<file path="src/hw/rtl/amsu_pkg.sv">
// Shared types and constants for the actuator move supervisor.
// Used by amsu_csr, amsu_core and the top level; depends on nothing.

package amsu_pkg;

   // Number of actuators that the sensor and drive buses carry.
   localparam int unsigned ACT_COUNT = 8;
   localparam int unsigned ACT_IDX_W = $clog2(ACT_COUNT);

   // Commands carried by an input beat.
   typedef enum logic [1:0] {
      CMD_START = 2'd0,
      CMD_TICK  = 2'd1,
      CMD_POLL  = 2'd2
   } cmd_type;

   // Result status codes.
   localparam logic [1:0] ST_IDLE      = 2'd0;
   localparam logic [1:0] ST_MOVING    = 2'd1;
   localparam logic [1:0] ST_SUCCEEDED = 2'd2;
   localparam logic [1:0] ST_FAILED    = 2'd3;

   // Button tracking codes; the fourth code reads as not armed.
   localparam logic [1:0] BTN_IDLE    = 2'd0;
   localparam logic [1:0] BTN_ARMED   = 2'd1;
   localparam logic [1:0] BTN_PRESSED = 2'd2;

   // Register indexes (byte address is four times the index).
   localparam logic [2:0] REG_CURRENT_LIMIT = 3'd0;
   localparam logic [2:0] REG_OVER_SAMPLES  = 3'd1;
   localparam logic [2:0] REG_SETTLE        = 3'd2;
   localparam logic [2:0] REG_TIMEOUT       = 3'd3;
   localparam logic [2:0] REG_PRESCALE      = 3'd4;

   localparam int unsigned CSR_ADDR_W = 5;

   // Register reset values.
   localparam logic [15:0] RST_CURRENT_LIMIT = 16'd50000;
   localparam logic [9:0]  RST_OVER_SAMPLES  = 10'd1000;
   localparam logic [9:0]  RST_SETTLE        = 10'd500;
   localparam logic [15:0] RST_TIMEOUT       = 16'd60000;
   localparam logic [3:0]  RST_PRESCALE      = 4'd3;

   typedef struct packed {
      logic [15:0] current_limit;
      logic [9:0]  overcurrent_samples;
      logic [9:0]  settle_samples;
      logic [15:0] timeout_ticks;
      logic [3:0]  prescale_max;
   } cfg_type;

   typedef struct packed {
      cmd_type     command;
      logic [3:0]  channel;
      logic        direction;
      logic [7:0]  back_sense;
      logic [7:0]  out_sense;
      logic [15:0] current_sample;
      logic        button_level;
   } item_type;

   typedef struct packed {
      logic [1:0] status;
      logic       move_done;
      logic [7:0] dir_lines;
      logic [7:0] enable_lines;
      logic       button_pressed;
   } result_type;

endpackage

</file>
<file path="src/hw/rtl/amsu_csr.sv">
// Configuration register file of the actuator move supervisor.
// APB-style write and read access; depends on amsu_pkg.

module amsu_csr (
   input  logic                                clock,
   input  logic                                reset,
   input  logic                                psel,
   input  logic                                penable,
   input  logic                                pwrite,
   input  logic [amsu_pkg::CSR_ADDR_W-1:0]     paddr,
   input  logic [31:0]                         pwdata,
   output logic [31:0]                         prdata,
   output logic                                pready,
   output amsu_pkg::cfg_type                   cfg
);
   import amsu_pkg::*;

   cfg_type    cfg_ff;
   cfg_type    cfg_in;
   logic [2:0] reg_idx;
   logic       wr_en;

   assign reg_idx = paddr[4:2];
   assign wr_en   = psel & penable & pwrite;
   assign pready  = 1'b1;
   assign cfg     = cfg_ff;

   always_comb begin
      cfg_in = cfg_ff;
      if (wr_en) begin
         unique case (reg_idx)
            REG_CURRENT_LIMIT: cfg_in.current_limit       = pwdata[15:0];
            REG_OVER_SAMPLES:  cfg_in.overcurrent_samples = pwdata[9:0];
            REG_SETTLE:        cfg_in.settle_samples      = pwdata[9:0];
            REG_TIMEOUT:       cfg_in.timeout_ticks       = pwdata[15:0];
            REG_PRESCALE:      cfg_in.prescale_max        = pwdata[3:0];
            default: ;
         endcase
      end
   end

   always_comb begin
      unique case (reg_idx)
         REG_CURRENT_LIMIT: prdata = {16'd0, cfg_ff.current_limit};
         REG_OVER_SAMPLES:  prdata = {22'd0, cfg_ff.overcurrent_samples};
         REG_SETTLE:        prdata = {22'd0, cfg_ff.settle_samples};
         REG_TIMEOUT:       prdata = {16'd0, cfg_ff.timeout_ticks};
         REG_PRESCALE:      prdata = {28'd0, cfg_ff.prescale_max};
         default:           prdata = 32'd0;
      endcase
   end

   always_ff @(posedge clock) begin
      if (reset) begin
         cfg_ff.current_limit       <= RST_CURRENT_LIMIT;
         cfg_ff.overcurrent_samples <= RST_OVER_SAMPLES;
         cfg_ff.settle_samples      <= RST_SETTLE;
         cfg_ff.timeout_ticks       <= RST_TIMEOUT;
         cfg_ff.prescale_max        <= RST_PRESCALE;
      end else begin
         cfg_ff <= cfg_in;
      end
   end

endmodule

</file>
<file path="src/hw/rtl/amsu_core.sv">
// Move state and single-pass item evaluation of the actuator move supervisor.
// Updates its state when an item is processed; depends on amsu_pkg.

module amsu_core (
   input  logic                 clock,
   input  logic                 reset,
   input  amsu_pkg::cfg_type    cfg,
   input  amsu_pkg::item_type   item,
   input  logic                 fire,
   output amsu_pkg::result_type result
);
   import amsu_pkg::*;

   logic                 moving_ff, moving_in;
   logic [ACT_IDX_W-1:0] chan_ff, chan_in;
   logic                 adir_ff, adir_in;
   logic [9:0]           settle_ff, settle_in;
   logic [9:0]           over_ff, over_in;
   logic [3:0]           presc_ff, presc_in;
   logic [15:0]          tmo_ff, tmo_in;
   logic [1:0]           btn_ff, btn_in;
   logic [7:0]           dir_ff, dir_in;
   logic [7:0]           en_ff, en_in;

   logic                 chan_ok;
   logic [ACT_IDX_W-1:0] start_idx;
   logic                 start_at;
   logic                 tick_at;
   logic                 over_now;
   logic                 settle_stop;
   logic                 over_stop;
   logic                 presc_wrap;
   logic [15:0]          tmo_step;
   logic                 tick_stop;
   logic [3:0]           chan_m1;

   assign chan_m1   = item.channel - 4'd1;
   assign chan_ok   = (item.channel != 4'd0) && ({28'd0, item.channel} <= ACT_COUNT);
   assign start_idx = chan_m1[ACT_IDX_W-1:0];
   assign start_at  = item.direction ? item.out_sense[start_idx] : item.back_sense[start_idx];
   assign tick_at   = adir_ff ? item.out_sense[chan_ff] : item.back_sense[chan_ff];
   assign over_now  = item.current_sample > cfg.current_limit;

   assign settle_stop = tick_at && (settle_ff >= cfg.settle_samples);
   assign over_stop   = over_now && (over_ff >= cfg.overcurrent_samples);
   assign presc_wrap  = presc_ff >= cfg.prescale_max;
   assign tmo_step    = (presc_wrap && (tmo_ff != 16'hFFFF)) ? tmo_ff + 16'd1 : tmo_ff;
   assign tick_stop   = settle_stop || over_stop || (tmo_step >= cfg.timeout_ticks);

   always_comb begin
      moving_in = moving_ff;
      chan_in   = chan_ff;
      adir_in   = adir_ff;
      settle_in = settle_ff;
      over_in   = over_ff;
      presc_in  = presc_ff;
      tmo_in    = tmo_ff;
      btn_in    = btn_ff;
      dir_in    = dir_ff;
      en_in     = en_ff;
      result.status    = moving_ff ? ST_MOVING : ST_IDLE;
      result.move_done = 1'b0;

      unique case (item.command)
         CMD_START: begin
            if (!moving_ff) begin
               result.move_done = 1'b1;
               result.status    = ST_FAILED;
               if (chan_ok) begin
                  if (start_at) begin
                     result.status = ST_SUCCEEDED;
                     btn_in        = BTN_ARMED;
                  end else if (cfg.timeout_ticks != 16'd0) begin
                     moving_in          = 1'b1;
                     chan_in            = start_idx;
                     adir_in            = item.direction;
                     settle_in          = 10'd0;
                     over_in            = 10'd0;
                     presc_in           = 4'd0;
                     tmo_in             = 16'd0;
                     dir_in[start_idx]  = ~item.direction;
                     en_in[start_idx]   = 1'b1;
                     result.status      = ST_MOVING;
                     result.move_done   = 1'b0;
                  end
               end
            end
         end
         CMD_TICK: begin
            if (moving_ff) begin
               settle_in = !tick_at ? 10'd0 : (settle_stop ? settle_ff : settle_ff + 10'd1);
               over_in   = !over_now ? 10'd0 : (over_stop ? over_ff : over_ff + 10'd1);
               presc_in  = presc_wrap ? 4'd0 : presc_ff + 4'd1;
               tmo_in    = tmo_step;
               if (tick_stop) begin
                  dir_in[chan_ff]  = 1'b0;
                  en_in[chan_ff]   = 1'b0;
                  moving_in        = 1'b0;
                  result.move_done = 1'b1;
                  if (tick_at) begin
                     result.status = ST_SUCCEEDED;
                     btn_in        = BTN_ARMED;
                  end else begin
                     result.status = ST_FAILED;
                  end
               end
            end
         end
         CMD_POLL: begin
            if ((btn_ff == BTN_ARMED) && !item.button_level) begin
               btn_in = BTN_PRESSED;
            end
         end
         default: ;
      endcase

      result.dir_lines      = dir_in;
      result.enable_lines   = en_in;
      result.button_pressed = (btn_in == BTN_PRESSED);
   end

   always_ff @(posedge clock) begin
      if (reset) begin
         moving_ff <= 1'b0;
         chan_ff   <= '0;
         adir_ff   <= 1'b0;
         settle_ff <= 10'd0;
         over_ff   <= 10'd0;
         presc_ff  <= 4'd0;
         tmo_ff    <= 16'd0;
         btn_ff    <= BTN_IDLE;
         dir_ff    <= 8'd0;
         en_ff     <= 8'd0;
      end else if (fire) begin
         moving_ff <= moving_in;
         chan_ff   <= chan_in;
         adir_ff   <= adir_in;
         settle_ff <= settle_in;
         over_ff   <= over_in;
         presc_ff  <= presc_in;
         tmo_ff    <= tmo_in;
         btn_ff    <= btn_in;
         dir_ff    <= dir_in;
         en_ff     <= en_in;
      end
   end

endmodule

</file>
<file path="src/hw/rtl/actuator_move_supervisor_unit.sv">
// Top level of the actuator move supervisor: input register, result register,
// handshakes and the instances of amsu_csr and amsu_core; depends on amsu_pkg.
//
// Usage: each beat on the req_ channel carries one command (start a move,
// sample tick or button poll) with the sensor, current and button readings
// that go with it. Every accepted beat yields exactly one result beat on the
// rsp_ channel with the status, the done flag, the drive lines and the
// latched button flag, in the order the beats were accepted.
// A beat is captured in the input register; when the result register is empty
// or draining, the move state is updated and the result register is loaded.
// Throughput is one beat per cycle when rsp_ready holds; the only loop is the
// move state, read and written in the same cycle by the single evaluation stage.
// When the receiver stalls, the result register holds its beat and the input
// register keeps taking a beat as long as the result register can drain into
// the receiver or is empty; req_ready drops only when both are full and
// rsp_ready is low.
// Reset (synchronous, active high) empties both registers, stops any move,
// clears all drive lines and the button flag, and loads the default
// configuration. The user must write configuration through the APB-style port
// only while no beat is in flight; the block itself does not enforce this.

module actuator_move_supervisor_unit (
   input  logic                            clock,
   input  logic                            reset,
   // Input channel
   input  logic                            req_valid,
   output logic                            req_ready,
   input  logic [1:0]                      req_command,
   input  logic [3:0]                      req_channel,
   input  logic                            req_direction,
   input  logic [7:0]                      req_back_sense,
   input  logic [7:0]                      req_out_sense,
   input  logic [15:0]                     req_current_sample,
   input  logic                            req_button_level,
   // Result channel
   output logic                            rsp_valid,
   input  logic                            rsp_ready,
   output logic [1:0]                      rsp_status,
   output logic                            rsp_move_done,
   output logic [7:0]                      rsp_dir_lines,
   output logic [7:0]                      rsp_enable_lines,
   output logic                            rsp_button_pressed,
   // Configuration port
   input  logic                            psel,
   input  logic                            penable,
   input  logic                            pwrite,
   input  logic [amsu_pkg::CSR_ADDR_W-1:0] paddr,
   input  logic [31:0]                     pwdata,
   output logic [31:0]                     prdata,
   output logic                            pready
);
   import amsu_pkg::*;

   cfg_type    cfg;
   item_type   item_ff;
   item_type   item_in;
   logic       item_vld_ff;
   result_type res_ff;
   result_type res_in;
   logic       rsp_vld_ff;
   logic       out_free;
   logic       fire;
   logic       req_fire;

   // The result register can take a new beat when it is empty or draining.
   assign out_free  = !rsp_vld_ff || rsp_ready;
   assign fire      = item_vld_ff && out_free;
   assign req_ready = !item_vld_ff || out_free;
   assign req_fire  = req_valid && req_ready;

   assign item_in.command        = cmd_type'(req_command);
   assign item_in.channel        = req_channel;
   assign item_in.direction      = req_direction;
   assign item_in.back_sense     = req_back_sense;
   assign item_in.out_sense      = req_out_sense;
   assign item_in.current_sample = req_current_sample;
   assign item_in.button_level   = req_button_level;

   amsu_csr u_csr (
      .clock   (clock),
      .reset   (reset),
      .psel    (psel),
      .penable (penable),
      .pwrite  (pwrite),
      .paddr   (paddr),
      .pwdata  (pwdata),
      .prdata  (prdata),
      .pready  (pready),
      .cfg     (cfg)
   );

   // The core evaluates the held beat and commits its state on fire.
   amsu_core u_core (
      .clock  (clock),
      .reset  (reset),
      .cfg    (cfg),
      .item   (item_ff),
      .fire   (fire),
      .result (res_in)
   );

   always_ff @(posedge clock) begin
      if (reset) begin
         item_vld_ff <= 1'b0;
         rsp_vld_ff  <= 1'b0;
      end else begin
         if (req_fire) begin
            item_vld_ff <= 1'b1;
         end else if (fire) begin
            item_vld_ff <= 1'b0;
         end
         if (fire) begin
            rsp_vld_ff <= 1'b1;
         end else if (rsp_ready) begin
            rsp_vld_ff <= 1'b0;
         end
      end
   end

   // Payload registers carry no reset.
   always_ff @(posedge clock) begin
      if (req_fire) begin
         item_ff <= item_in;
      end
      if (fire) begin
         res_ff <= res_in;
      end
   end

   assign rsp_valid          = rsp_vld_ff;
   assign rsp_status         = res_ff.status;
   assign rsp_move_done      = res_ff.move_done;
   assign rsp_dir_lines      = res_ff.dir_lines;
   assign rsp_enable_lines   = res_ff.enable_lines;
   assign rsp_button_pressed = res_ff.button_pressed;

endmodule
</file>
<file path="config.mk">
export PLATFORM = sky130hd
export DESIGN_NAME = actuator_move_supervisor_unit
export DESIGN_NICKNAME = d
export VERILOG_FILES = /design/src/hw/rtl/amsu_pkg.sv /design/src/hw/rtl/amsu_csr.sv /design/src/hw/rtl/amsu_core.sv /design/src/hw/rtl/actuator_move_supervisor_unit.sv
export SDC_FILE = /design/constraint.sdc
export NUM_CORES = 1
export LEC_CHECK = 0
export BUFFER_PORTS_ARGS = -buffer_cell sky130_fd_sc_hd__buf_2
export CAP_MARGIN = 10
export CORE_MARGIN = 4
export CORE_UTILIZATION = 30
export DETAILED_ROUTE_END_ITERATION = 10
export MAX_ROUTING_LAYER = met4
export PLACE_DENSITY = 0.5
export SETUP_SLACK_MARGIN = 0.15
export SLEW_MARGIN = 40
export SYNTH_ARGS = -nofsm -noshare
export SYNTH_HDL_FRONTEND = slang
export SYNTH_SLANG_ARGS = --single-unit
</file>
<file path="constraint.sdc">
create_clock -name clock -period 5.8 [get_ports clock]
set_clock_uncertainty 0.2 [all_clocks]
set_input_delay 0.87 -clock clock [delete_from_list [all_inputs] [get_ports clock]]
set_output_delay 0.87 -clock clock [all_outputs]
set_load 0.01 [all_outputs]
</file>
==> summary.md <==
| Metric | Value |
|---|---|
| Vias | about 8300 |
| CTS Sinks | 180 |
| CTS Buf Count | 17 |
| Register bit total from synthesis | 180 |
| Residual DRC | 0 |
| Total Routing Usage GR | 15.7% |
| Largest net degree at the start of global routing | between 70 and 80 |
| Fill count | 3399 |
| Antenna violations before repair | 0 |
| Initial Utilization | 30.5% |
| Maxcap violations | 0 |
| Clk slew on worst S/H paths | 70 ps |
| Fin crit share | 85.5% |
| N_diodes | 0 |
| Slew @ Worst Pin | just under 800 ps |
| Synth cell types | 73 |
| Die outline area | between 30000 and 40000 um2 |
| Share of layout cells above drive strength 1 | 15.0% |
| HP Class | reg -> reg |
| # Post-CTS Setup Buffers | 0 |
| Initial DRT Pass Iterations | 5 |
| Nets | roughly 1300 |
| First-pass GRT wire length | ~44000 um |
| CTS max path bufs | 2 |
| Async S/R FF share, synth | 0% |
| Hold Vio Cnt, Final | 0 |
| DRT antenna net count | 0 |
| Pleak | between 0.004 and 0.005 uW |
| Post-synthesis sequential area ratio | between 40% and 50% |
| Post-DP HPWL | 20600 um |
| Rows | 66 |
| Setup TNS | 0 ps |
| Final setup margin | around 840 ps |
| H-tree lvl count | 4 |
| Post_cts resized | 0 |
| CP required | 5870 ps |
| Vias in the first global route | roughly 7800 |
| Fin crit period | approximately 5000 ps |
| Post-Syn Area | between 9000 and 10000 um2 |
| Routed len/inst | ~17 um |
| Grt total ovfl | 0 |
| Num ports | 139 |
| Final setup violation count | 0 |
| Yosys warns | 0 |
| Worst slew margin | roughly 47% |
| P&R area growth vs syn | 14.9% |
| Main synth FF type | dfxtp_1 |
| Core area | approximately 33000 um2 |
| P per Cell Area | ~240 nW/um2 |
| GPL Wtd Cong | a little over 0.8 |
| Worst EP arrival | ~5000 ps |
| Critical path capture point type | register |
| Worst-path fanout max | 9 |
| Root Buffer | clkbuf_16 |
| Status | finished, final reports clean |
| Port bufs | roughly 100 |
| Critical path class | reg -> reg |
| WL final | 27800 um |
| Power Total | approximately 2700 uW |
| 1st-iter DRT viols | ~600 |
| Die width | 190 um |
| Dpl ws | 920 ps |
| VDD IR max | roughly 0.0002 V |
| Post-CTS Hold Buffers | 0 |
| RSZ-0062 raised after global routing | false |
| Max Fclk | just over 200 MHz |
| Fin. max-slew vios | 0 |
| Mean Syn Cell Area | between 8 and 9 um2 |
| Clock Latency Late Sink | about 440 ps |
| Number of flops mapped to enable cells by yosys | between 50 and 60 |
| CTS tree | yes |
| Startpoint types | register |
| Vias/cell | ~5.1 |
| Gate Count Post-Synth | ~1100 |
| DIE HEIGHT | 190 um |
| WHS | between 200 and 300 ps |
-- where the power goes --
| part | switching, uW | internal, uW | total, uW |
|---|---|---|---|
| Sequential | 23.4 | 1330 | 1360 |
| Combinational | 144 | 79.4 | 224 |
| Clock | 513 | 629 | 1140 |
-- critical path, stage by stage, from the launching register on --
cell and delay [ps]:
dfxtp_1 470, and3_1 350, nand4_1 290, nor4_1 420, and3_1 230, nor3_1 60
buf_4 190, nand4_1 150, xnor2_1 170, ha_1 280, a21oi_1 220, o211ai_1 140
a211o_1 380, a221oi_1 590, nor3_1 260, buf_4 210, a21oi_1 180
-- final cells by class --
cell class	instances	area [um2]	share of cell area, %
timing repair buffer	113	593	5.19
multi-input combinational	796	5230	45.8
clock buffer	18	429	3.76
tap	442	553	4.84
clock inverter	14	138	1.20
inverter	77	289	2.53
sequential	180	4190	36.7
-- cells by family after synthesis --
| logic type | Yosys count | share of synthesized area, % |
|---|---|---|
| simple gates | 383 | 18.3 |
| fa+ha+maj | 61 | 7.67 |
| compound gates | 273 | 18.4 |
| other cells | 2 | 0.0755 |
| xor+xnor | 27 | 2.57 |
| buf+inv | 147 | 6.27 |
| flops | 180 | 42.2 |
| mux | 35 | 4.49 |
-- layout by cell type (no fill, tap or decap), drive strengths merged, types with 33 or more instances in the layout --
master  count
dfxtp     121
nand2     121
nor2      102
a21oi      79
ha         61
o21ai      40
buf       113
nand3      33
inv        77
edfxtp     59
-- flip-flops by register name, indices dropped and copies added, names as in the netlist, 3 cells and up --
signal and cells:
u_core.settle_ff 10, item_ff 40, u_core.chan_ff 3, rsp_dir_lines 8
rsp_enable_lines 8, u_core.over_ff 10, u_core.tmo_ff 16, u_core.dir_ff 8
u_csr.cfg 56, u_core.en_ff 8, u_core.presc_ff 4
-- metrics by stage --
stage,cells,utilization [%],instance area [um2]
global route,1640,35.0,11400
finish,1640,35.0,11400
global placement,1608,33.2,10800
CTS,1640,35.0,11400
floorplan,1123,-,10000
detailed placement,1608,33.3,10800
-- final timing paths --
path	startpoint	end	slack [ps]	depth (start not counted)
min reg2reg	u_csr.cfg[50]	u_csr.cfg[50]	280	2
min	u_csr.cfg[50]	u_csr.cfg[50]	280	2
max reg2reg	u_core.tmo_ff[2]	rsp_enable_lines[7]	840	16
max	u_core.tmo_ff[2]	rsp_enable_lines[7]	840	16
-- Yosys cell counts, types with 9 or more instances --
cell type / instances / area share (%)
nor2_1: 102 / 3.9
nor2b_1: 19 / 1.2
nand4_1: 14 / 0.88
nor3_1: 17 / 0.86
inv_1: 76 / 2.9
a31oi_1: 16 / 1.0
o21ai_0: 40 / 2.0
mux2i_1: 21 / 2.1
nor4_1: 10 / 0.63
or3_1: 9 / 0.57
and2_1: 10 / 0.63
clkbuf_1: 46 / 1.7
ha_1: 61 / 7.7
a21oi_1: 78 / 3.9
nand2_1: 121 / 4.6
edfxtp_1: 59 / 18
xnor2_1: 25 / 2.2
a211o_1: 27 / 2.4
nand3_1: 33 / 1.7
and3_1: 12 / 0.75
dfxtp_1: 121 / 24
a211oi_1: 14 / 1.1
a311oi_1: 12 / 1.1
a21o_1: 11 / 0.83
buf_4: 18 / 1.4
a22oi_1: 21 / 1.6
-- routing by layer --
metal	global-route usage, %	vias to the layer above	wire (um)
met2	25.4	169	13400
met3	2.22	23	1000
met5	-	-	0
met1	21.0	4002	13100
li1	-	4127	-
met4	3.81	0	289
No activity file was read; power rests on OpenSTA's default activity.
